==> src/hdl/maf_pkg.sv <==
// Shared constants, types and codes for the moving average filter.
`timescale 1ns / 1ps
package maf_pkg;

	localparam int WINDOW_MAX = 64;
	localparam int PTR_W      = $clog2(WINDOW_MAX);
	localparam int CNT_W      = PTR_W + 1;
	localparam int SAMPLE_W   = 16;
	localparam int SUM_W      = SAMPLE_W + PTR_W;
	localparam int STEP_W     = $clog2(SUM_W + 1);
	localparam int WLEN_W     = 7;
	localparam int PADDR_W    = 3;

	localparam logic [WLEN_W-1:0] WLEN_RESET = 7'd8;
	localparam logic [STEP_W-1:0] DIV_STEPS  = STEP_W'(SUM_W);

	// Register index, taken from paddr[2]
	localparam logic REG_WINDOW_LENGTH = 1'b0;

	typedef enum logic [1:0] {
		ST_IDLE,
		ST_UPDATE,
		ST_DIV,
		ST_DONE
	} state_t;

	typedef struct packed {
		logic capture;
		logic update;
		logic step;
		logic finish;
	} cmd_t;

	typedef struct packed {
		logic out_free;
	} status_t;

endpackage

==> src/hdl/maf_ctrl.sv <==
// Controller state machine: sequences capture, sum update, division and output.
`timescale 1ns / 1ps
module maf_ctrl import maf_pkg::*; (
	input  logic    clk,
	input  logic    arst_n,
	input  logic    in_valid,
	output logic    in_ready,
	input  status_t status,
	output cmd_t    cmd,
	output state_t  state,
	output logic [STEP_W-1:0] step_cnt
);

	state_t state_q, state_next;
	logic [STEP_W-1:0] step_q;

	// Next state
	always_comb begin
		state_next = state_q;
		unique case (state_q)
			ST_IDLE:   if (in_valid) state_next = ST_UPDATE;
			ST_UPDATE: state_next = ST_DIV;
			ST_DIV:    if (step_q == DIV_STEPS - STEP_W'(1)) state_next = ST_DONE;
			ST_DONE:   if (status.out_free) state_next = ST_IDLE;
			default:   state_next = ST_IDLE;
		endcase
	end

	// Outputs
	always_comb begin
		cmd      = '0;
		in_ready = 1'b0;
		unique case (state_q)
			ST_IDLE: begin
				in_ready    = 1'b1;
				cmd.capture = in_valid;
			end
			ST_UPDATE: cmd.update = 1'b1;
			ST_DIV:    cmd.step   = 1'b1;
			ST_DONE:   cmd.finish = status.out_free;
			default:   cmd = '0;
		endcase
	end

	// Hold state and count divider steps
	always_ff @(posedge clk or negedge arst_n) begin
		if (!arst_n) begin
			state_q <= ST_IDLE;
			step_q  <= '0;
		end else begin
			state_q <= state_next;
			if (state_q == ST_DIV) step_q <= step_q + STEP_W'(1);
			else step_q <= '0;
		end
	end

	assign state    = state_q;
	assign step_cnt = step_q;

endmodule

==> src/hdl/maf_datapath.sv <==
// Datapath: delay line memory, running sum, restoring divider, output register.
`timescale 1ns / 1ps
module maf_datapath import maf_pkg::*; (
	input  logic                       clk,
	input  logic                       arst_n,
	input  cmd_t                       cmd,
	output status_t                    status,
	input  logic [WLEN_W-1:0]          window_length,
	input  logic signed [SAMPLE_W-1:0] sample,
	input  logic                       block_start,
	output logic signed [SAMPLE_W-1:0] average,
	output logic                       out_valid,
	input  logic                       out_ready,
	output logic [CNT_W-1:0]           seen
);

	logic signed [SAMPLE_W-1:0] mem [WINDOW_MAX];
	logic signed [SAMPLE_W-1:0] old_q, smp_q;
	logic                       bs_q;
	logic [PTR_W-1:0]           wp_q;
	logic signed [SUM_W-1:0]    sum_q;
	logic [CNT_W-1:0]           seen_q;
	logic [CNT_W-1:0]           n;
	logic [CNT_W-1:0]           cnt_base, cnt_inc, div_next;
	logic                       grow;
	logic signed [SUM_W-1:0]    sum_base, sum_next;
	logic [CNT_W-1:0]           div_q;
	logic [CNT_W-1:0]           rem_q;
	logic [SUM_W-1:0]           quo_q;
	logic                       neg_q;
	logic [CNT_W:0]             trial;
	logic                       fits;
	logic signed [SAMPLE_W-1:0] avg_q, avg_next;
	logic                       out_valid_q;

	// Effective window length: zero acts as one, clamp to the delay line depth
	always_comb begin
		if (window_length == '0) n = CNT_W'(1);
		else if (window_length > WLEN_W'(WINDOW_MAX)) n = CNT_W'(WINDOW_MAX);
		else n = CNT_W'(window_length);
	end

	// Sum and count update
	always_comb begin
		cnt_base = bs_q ? '0 : seen_q;
		sum_base = bs_q ? '0 : sum_q;
		grow     = cnt_base < n;
		cnt_inc  = cnt_base + CNT_W'(1);
		if (grow) begin
			sum_next = sum_base + SUM_W'(smp_q);
			div_next = cnt_inc;
		end else begin
			sum_next = sum_base - SUM_W'(old_q) + SUM_W'(smp_q);
			div_next = n;
		end
	end

	// Delay line: read oldest slot on capture, write the new item on update
	always_ff @(posedge clk) begin
		if (cmd.capture) begin
			old_q <= mem[wp_q - n[PTR_W-1:0]];
			smp_q <= sample;
			bs_q  <= block_start;
		end
		if (cmd.update) mem[wp_q] <= smp_q;
	end

	// Running state
	always_ff @(posedge clk or negedge arst_n) begin
		if (!arst_n) begin
			sum_q  <= '0;
			seen_q <= '0;
			wp_q   <= '0;
		end else if (cmd.update) begin
			sum_q  <= sum_next;
			seen_q <= grow ? cnt_inc : cnt_base;
			wp_q   <= wp_q + PTR_W'(1);
		end
	end

	// Restoring division of the sum magnitude, one quotient bit per cycle
	assign trial = {rem_q, quo_q[SUM_W-1]};
	assign fits  = trial >= {1'b0, div_q};

	always_ff @(posedge clk) begin
		if (cmd.update) begin
			div_q <= div_next;
			rem_q <= '0;
			neg_q <= sum_next[SUM_W-1];
			quo_q <= sum_next[SUM_W-1] ? SUM_W'(-sum_next) : SUM_W'(sum_next);
		end else if (cmd.step) begin
			rem_q <= fits ? CNT_W'(trial - {1'b0, div_q}) : trial[CNT_W-1:0];
			quo_q <= {quo_q[SUM_W-2:0], fits};
		end
	end

	// Apply sign and saturate to the sample range
	always_comb begin
		if (neg_q) begin
			if (quo_q > SUM_W'(2 ** (SAMPLE_W - 1)))
				avg_next = {1'b1, {(SAMPLE_W-1){1'b0}}};
			else
				avg_next = SAMPLE_W'(-quo_q);
		end else begin
			if (quo_q > SUM_W'(2 ** (SAMPLE_W - 1) - 1))
				avg_next = {1'b0, {(SAMPLE_W-1){1'b1}}};
			else
				avg_next = SAMPLE_W'(quo_q);
		end
	end

	// Output register
	always_ff @(posedge clk) begin
		if (cmd.finish) avg_q <= avg_next;
	end

	always_ff @(posedge clk or negedge arst_n) begin
		if (!arst_n) out_valid_q <= 1'b0;
		else if (cmd.finish) out_valid_q <= 1'b1;
		else if (out_ready) out_valid_q <= 1'b0;
	end

	assign status.out_free = !out_valid_q || out_ready;
	assign average         = avg_q;
	assign out_valid       = out_valid_q;
	assign seen            = seen_q;

endmodule

==> src/hdl/moving_average_filter_top.sv <==
// Top level: stream ports, configuration register, controller and datapath.
// An accepted input passes through the sum update, 22 divide steps and the output load before its result is valid.
// The next item is accepted only after the bit-serial restoring divider has finished with the previous one.
// A new item is accepted while the previous result still waits in the output register.
// Reset (arst_n, async, active low) clears sum, count, pointer and sets window length to 8.
// The delay line is not cleared; only entries written in the current block are read.
`timescale 1ns / 1ps
module moving_average_filter_top import maf_pkg::*; (
	input  logic                clk,
	input  logic                arst_n,
	input  logic                s_tvalid,
	output logic                s_tready,
	input  logic [SAMPLE_W-1:0] s_tdata,   // [15:0] sample
	input  logic                s_tuser,   // [0] block_start
	output logic                m_tvalid,
	input  logic                m_tready,
	output logic [SAMPLE_W-1:0] m_tdata,   // [15:0] average
	input  logic                psel,
	input  logic                penable,
	input  logic                pwrite,
	input  logic [PADDR_W-1:0]  paddr,
	input  logic [31:0]         pwdata,
	output logic [31:0]         prdata,
	output logic                pready
);

	logic [WLEN_W-1:0] wlen_q;
	cmd_t              cmd;
	status_t           status;
	state_t            state;
	logic [STEP_W-1:0] step_cnt;
	logic [CNT_W-1:0]  seen;
	logic signed [SAMPLE_W-1:0] average;

	// Configuration register
	assign pready = 1'b1;

	always_ff @(posedge clk or negedge arst_n) begin
		if (!arst_n) wlen_q <= WLEN_RESET;
		else if (psel && penable && pwrite && paddr[2] == REG_WINDOW_LENGTH)
			wlen_q <= pwdata[WLEN_W-1:0];
	end

	assign prdata = (paddr[2] == REG_WINDOW_LENGTH) ? 32'(wlen_q) : '0;

	maf_ctrl u_ctrl (
		.clk      (clk),
		.arst_n   (arst_n),
		.in_valid (s_tvalid),
		.in_ready (s_tready),
		.status   (status),
		.cmd      (cmd),
		.state    (state),
		.step_cnt (step_cnt)
	);

	maf_datapath u_dp (
		.clk           (clk),
		.arst_n        (arst_n),
		.cmd           (cmd),
		.status        (status),
		.window_length (wlen_q),
		.sample        (s_tdata),
		.block_start   (s_tuser),
		.average       (average),
		.out_valid     (m_tvalid),
		.out_ready     (m_tready),
		.seen          (seen)
	);

	assign m_tdata = average;

	// One item at a time: no accept in the cycle after an accept
	a_one_item: assert property (@(posedge clk) disable iff (!arst_n)
		s_tvalid && s_tready |=> !s_tready)
		else $error("item accepted while previous item in flight");

	// Divider step count stays within the quotient width
	a_step_bound: assert property (@(posedge clk) disable iff (!arst_n)
		state == ST_DIV |-> step_cnt < DIV_STEPS)
		else $error("divider ran past its last step");

	// Sample count never exceeds the delay line depth
	a_seen_bound: assert property (@(posedge clk) disable iff (!arst_n)
		seen <= CNT_W'(WINDOW_MAX))
		else $error("sample count beyond window depth");

	// A result is loaded only when the output register can take it
	a_out_free: assert property (@(posedge clk) disable iff (!arst_n)
		cmd.finish |-> (!m_tvalid || m_tready))
		else $error("result overwrote a pending output");

endmodule
==> config.mk <==
export PLATFORM = sky130hd
export DESIGN_NAME = moving_average_filter_top
export DESIGN_NICKNAME = d
export VERILOG_FILES = /design/src/hdl/maf_pkg.sv /design/src/hdl/maf_ctrl.sv /design/src/hdl/maf_datapath.sv /design/src/hdl/moving_average_filter_top.sv
export SDC_FILE = /design/constraint.sdc
export NUM_CORES = 1
export LEC_CHECK = 0
export ABC_AREA = 1
export BUFFER_PORTS_ARGS = -buffer_cell sky130_fd_sc_hd__buf_4
export CORE_UTILIZATION = 45
export CTS_CLUSTER_SIZE = 24
export DETAILED_ROUTE_END_ITERATION = 8
export PLACE_DENSITY = 0.62
export SLEW_MARGIN = 20
export SYNTH_ARGS = -nofsm -noshare
export SYNTH_HDL_FRONTEND = slang
export SYNTH_SLANG_ARGS = --single-unit
==> constraint.sdc <==
create_clock -name clk -period 5.4 [get_ports clk]
set_input_delay 0 -clock clk [delete_from_list [all_inputs] [get_ports clk]]
set_output_delay 0 -clock clk [all_outputs]
set_load 0.005 [all_outputs]
==> results_dict.tcl <==
set metrics [dict create \
    run_status "complete, no violations" \
    clock.fmax_mhz 210 \
    placement.setup.worst_slack_ns 0.751 \
    grt_first_pass_wirelength_um 204000 \
    pwr-share-seq_pct 28.9 \
    tns_ns 0 \
    critical_path.endpoint_type "flip-flop" \
    worst_pin_slew_ns 1.14 \
    final.period_utilization_pct 88.2 \
    synth.lib_cells_used.distinct 53 \
    drt_pass1_iterations 5 \
    start_util_pct 45.4 \
    power.share.switching_pct 45.3 \
    cap_viol_max_count 0 \
    power.static_leakage_nw 20.3 \
    place.gp.congestion 0.896 \
    dp_hpwl_um 78100 \
    synth_most_common_cell "sky130_fd_sc_hd__edfxtp_1" \
    post_synth_instance_area_um2 51000 \
    cts.root.buffer_cell "sky130_fd_sc_hd__clkbuf_16" \
    cts_max_level 3 \
    critical_path_required_ns 5.84 \
    clockPowerShare_pct 20.4 \
    setup_ws_ns 0.635 \
    placed_cells 5802 \
    grt_util_all_layers_pct 23.4 \
    detail_route.iter0.violations 3327 \
    wl_cell_um 22.5 \
    clock_edge_transition_at_the_registers_on_the_reported_setup_and_hold_paths_ns 0.06 \
    rsz_0062_raised_after_global_routing "no" \
    drv_slew 0 \
    floorplan.die_area_um2 115000 \
    die_w_um 339 \
    cts-buffers-inserted 116 \
    cts.sink_count 1160 \
    drive_above_1_share_pct 10.1 \
    power.share.combinational_pct 50.7 \
    cts-root-to-sink-buffers 3 \
    p_total_mw 39.3 \
    hold_viol_final 0 \
    finalSetupViolCount 0 \
    worstHoldPathType "input port to flip-flop" \
    num-nets-final 4616 \
    met1_track_demand_over_resource_pct 32.7 \
    io_buffer_count 56 \
    r2r-start "u_dp.bs_q" \
    placeableCoreArea_um2 112000 \
    io_pins 110 \
    synthesis.area_per_instance_um2 11.7 \
    synth-async-reset-ratio_pct 4.31 \
    largest_net_degree_at_the_start_of_global_routing 203 \
    timing.hold.worst.start "s_tuser" \
    worst_ep_arrival_time_ns 5.20 \
    num_vias 34333 \
    cellPowerDensity_nw_per_um2 681 \
    clock_latency_ns 0.73 \
    multi_input_comb_area_um2 14400 \
    fin_skew_ns 0.0449 \
    synth.top_cells.by_area "sky130_fd_sc_hd__edfxtp_1 (65%), sky130_fd_sc_hd__o21ai_0 (5.9%), sky130_fd_sc_hd__nor2_1 (5.4%)" \
    worst_hold_path.num_cells 2 \
    area_growth_syn_to_layout_pct 13.3 \
    die_h_um 339 \
    fill_cells 9719 \
    post_synth_inst_count 4361 \
    grt.met3_usage_pct 3.10 \
    grt_pass1_vias 32533 \
    drt-total-wl_um 136000 \
    synth-seq-cells 1160 \
    overflow 0 \
    min_period_ns 4.76 \
    postCtsSetupBuffers 0 \
    max-vdd-ir-drop_mv 0.951 \
    worstSetupPathType "flip-flop to flip-flop" \
    regArea_um2 34500 \
    routed_via_density 5.66 \
    fin_cells 6068 \
    synth_seq_area_share_pct 67.7 \
    tritoncts "done" \
    post_synth_most_frequent_cells "sky130_fd_sc_hd__edfxtp_1 (1103), sky130_fd_sc_hd__nor2_1 (734), sky130_fd_sc_hd__o21ai_0 (602)" \
    critical_path.max_fanout 21 \
    route.antenna.remaining_nets 0 \
    post-route-drc-count 0 \
    rows 123 \
    worst_r2r_path_depth 18 \
    number_of_warning_messages_in_the_yosys_log 0 \
    grt_util_met2_pct 37.5 \
    busiest_layer "met2" \
    edff_count_synth 1103 \
    most_frequently_used_flop_master_after_synthesis "sky130_fd_sc_hd__edfxtp_1" \
    cp-start-kind "flip-flop" \
    yosysTopAreaCell "sky130_fd_sc_hd__edfxtp_1" \
    p_int_mw 21.5 \
    startpoint "u_dp.bs_q" \
    grt_antenna_before_repair 2 \
    switching_power_mw 17.8 \
    netlist.area_leader.share_pct 65.0 \
    relSlewSlack_pct 24.2 \
]
-- critical path: stages, from the launching register on --
cell,delay (ns)
sky130_fd_sc_hd__edfxtp_1,1.00
sky130_fd_sc_hd__nor2_1,0.19
sky130_fd_sc_hd__inv_1,0.18
sky130_fd_sc_hd__fa_1,0.43
sky130_fd_sc_hd__inv_1,0.07
sky130_fd_sc_hd__ha_1,0.28
sky130_fd_sc_hd__a21oi_1,0.32
sky130_fd_sc_hd__o21ai_0,0.14
sky130_fd_sc_hd__a21oi_1,0.28
sky130_fd_sc_hd__inv_1,0.07
sky130_fd_sc_hd__nand2_1,0.06
sky130_fd_sc_hd__nand3_1,0.13
sky130_fd_sc_hd__xor2_1,0.18
sky130_fd_sc_hd__o21ai_2,0.51
sky130_fd_sc_hd__nand2_1,0.16
sky130_fd_sc_hd__inv_2,0.19
sky130_fd_sc_hd__o21ai_0,0.15
sky130_fd_sc_hd__nand2_1,0.08
sky130_fd_sc_hd__o21ai_1,0.07
-- power by group through the flow --
stage	sequential, mW	clock (mW)	combinational, mW
after floorplan	11.6	0	12.2
after global placement	11.5	0	19.5
after detailed placement	11.6	0	19.7
after CTS	11.4	8.12	19.8
after global routing	11.4	8.44	21.7
final	11.4	8.01	19.9
-- routing by layer --
layer / up-vias / wire, um
li1: 16020 / -
met1: 16914 / 58600
met2: 1200 / 63900
met3: 199 / 9090
met4: 0 / 4730
met5: - / 0
-- cell type report --
class	count	area share, %
sequential	1160	59.7
multi-input combinational	2678	25.0
tap	1500	3.25
inverter	272	1.81
clock inverter	84	1.34
clock buffer	136	5.23
antenna	3	0.0130
timing repair buffer	235	3.64
-- worst paths after layout --
| kind | end | slack [ns] |
|---|---|---|
| worst max-delay path | u_dp.quo_q[5] | 0.64 |
| worst min-delay path | u_dp.bs_q | 0.04 |
| worst max register to register | u_dp.quo_q[5] | 0.64 |
| worst min register to register | u_dp.rem_q[6] | 0.47 |
| max in group asynchronous | u_dp.wp_q[3] | 4.67 |
| min in group asynchronous | wlen_q[3] | 0.42 |
-- registers in the layout, summed over array words and instances, names as in the netlist --
signal           flops
u_dp.mem          1024
u_dp.quo_q          22
u_dp.sum_q          22
u_dp.average        16
u_dp.old_q          16
u_dp.smp_q          16
u_dp.div_q           7
u_dp.rem_q           7
u_dp.seen            7
wlen_q               7
u_dp.wp_q            6
u_ctrl.step_cnt      5
u_ctrl.state         2
u_dp.bs_q            1
u_dp.neg_q           1
u_dp.out_valid       1
-- layout by cell type (no fill, tap or decap), types with 29 or more instances in the layout --
master,synthesis,layout
sky130_fd_sc_hd__edfxtp_1,1103,1103
sky130_fd_sc_hd__nor2_1,734,728
sky130_fd_sc_hd__o21ai_0,602,602
sky130_fd_sc_hd__nand2_1,410,409
sky130_fd_sc_hd__inv_1,259,257
sky130_fd_sc_hd__o221ai_1,194,194
sky130_fd_sc_hd__nand3_1,191,191
sky130_fd_sc_hd__buf_4,28,175
sky130_fd_sc_hd__a21oi_1,118,118
sky130_fd_sc_hd__clkbuf_16,0,118
sky130_fd_sc_hd__o22ai_1,71,71
sky130_fd_sc_hd__ha_1,71,69
sky130_fd_sc_hd__dfrtp_1,49,49
sky130_fd_sc_hd__dlygate4sd3_1,0,42
sky130_fd_sc_hd__clkinv_2,0,36
sky130_fd_sc_hd__a32oi_1,32,32
sky130_fd_sc_hd__nand4_1,29,29
-- timing repair --
item                                   in CTS  in global routing
setup endpoints to repair                   0                  0
endpoints found under the hold margin      94                  0
resized for setup                           0                  0
hold buffers                               43                  0
-- through the flow --
step	util [%]	hold slack (ns)	instance area (um^2)
2_1_floorplan	-	-0.296	51100
3_3_place_gp	47.6	0.128	53500
3_5_place_dp	47.6	0.129	53500
4_1_cts	51.4	0.00506	57800
5_1_grt	51.4	0.0259	57800
6_report	51.4	0.0400	57800
-- cell families after synthesis --
group           Yosys count  synth area share [%]
flops                  1160                  67.7
compound gates         1072                  12.6
simple gates           1431                  11.7
fa+ha+maj                94                  2.65
xor+xnor                 39                 0.670
mux                      16                 0.353
buf+inv                 547                  4.36
other cells               2                0.0147
Note: power is estimated with default switching activity, not from simulation.
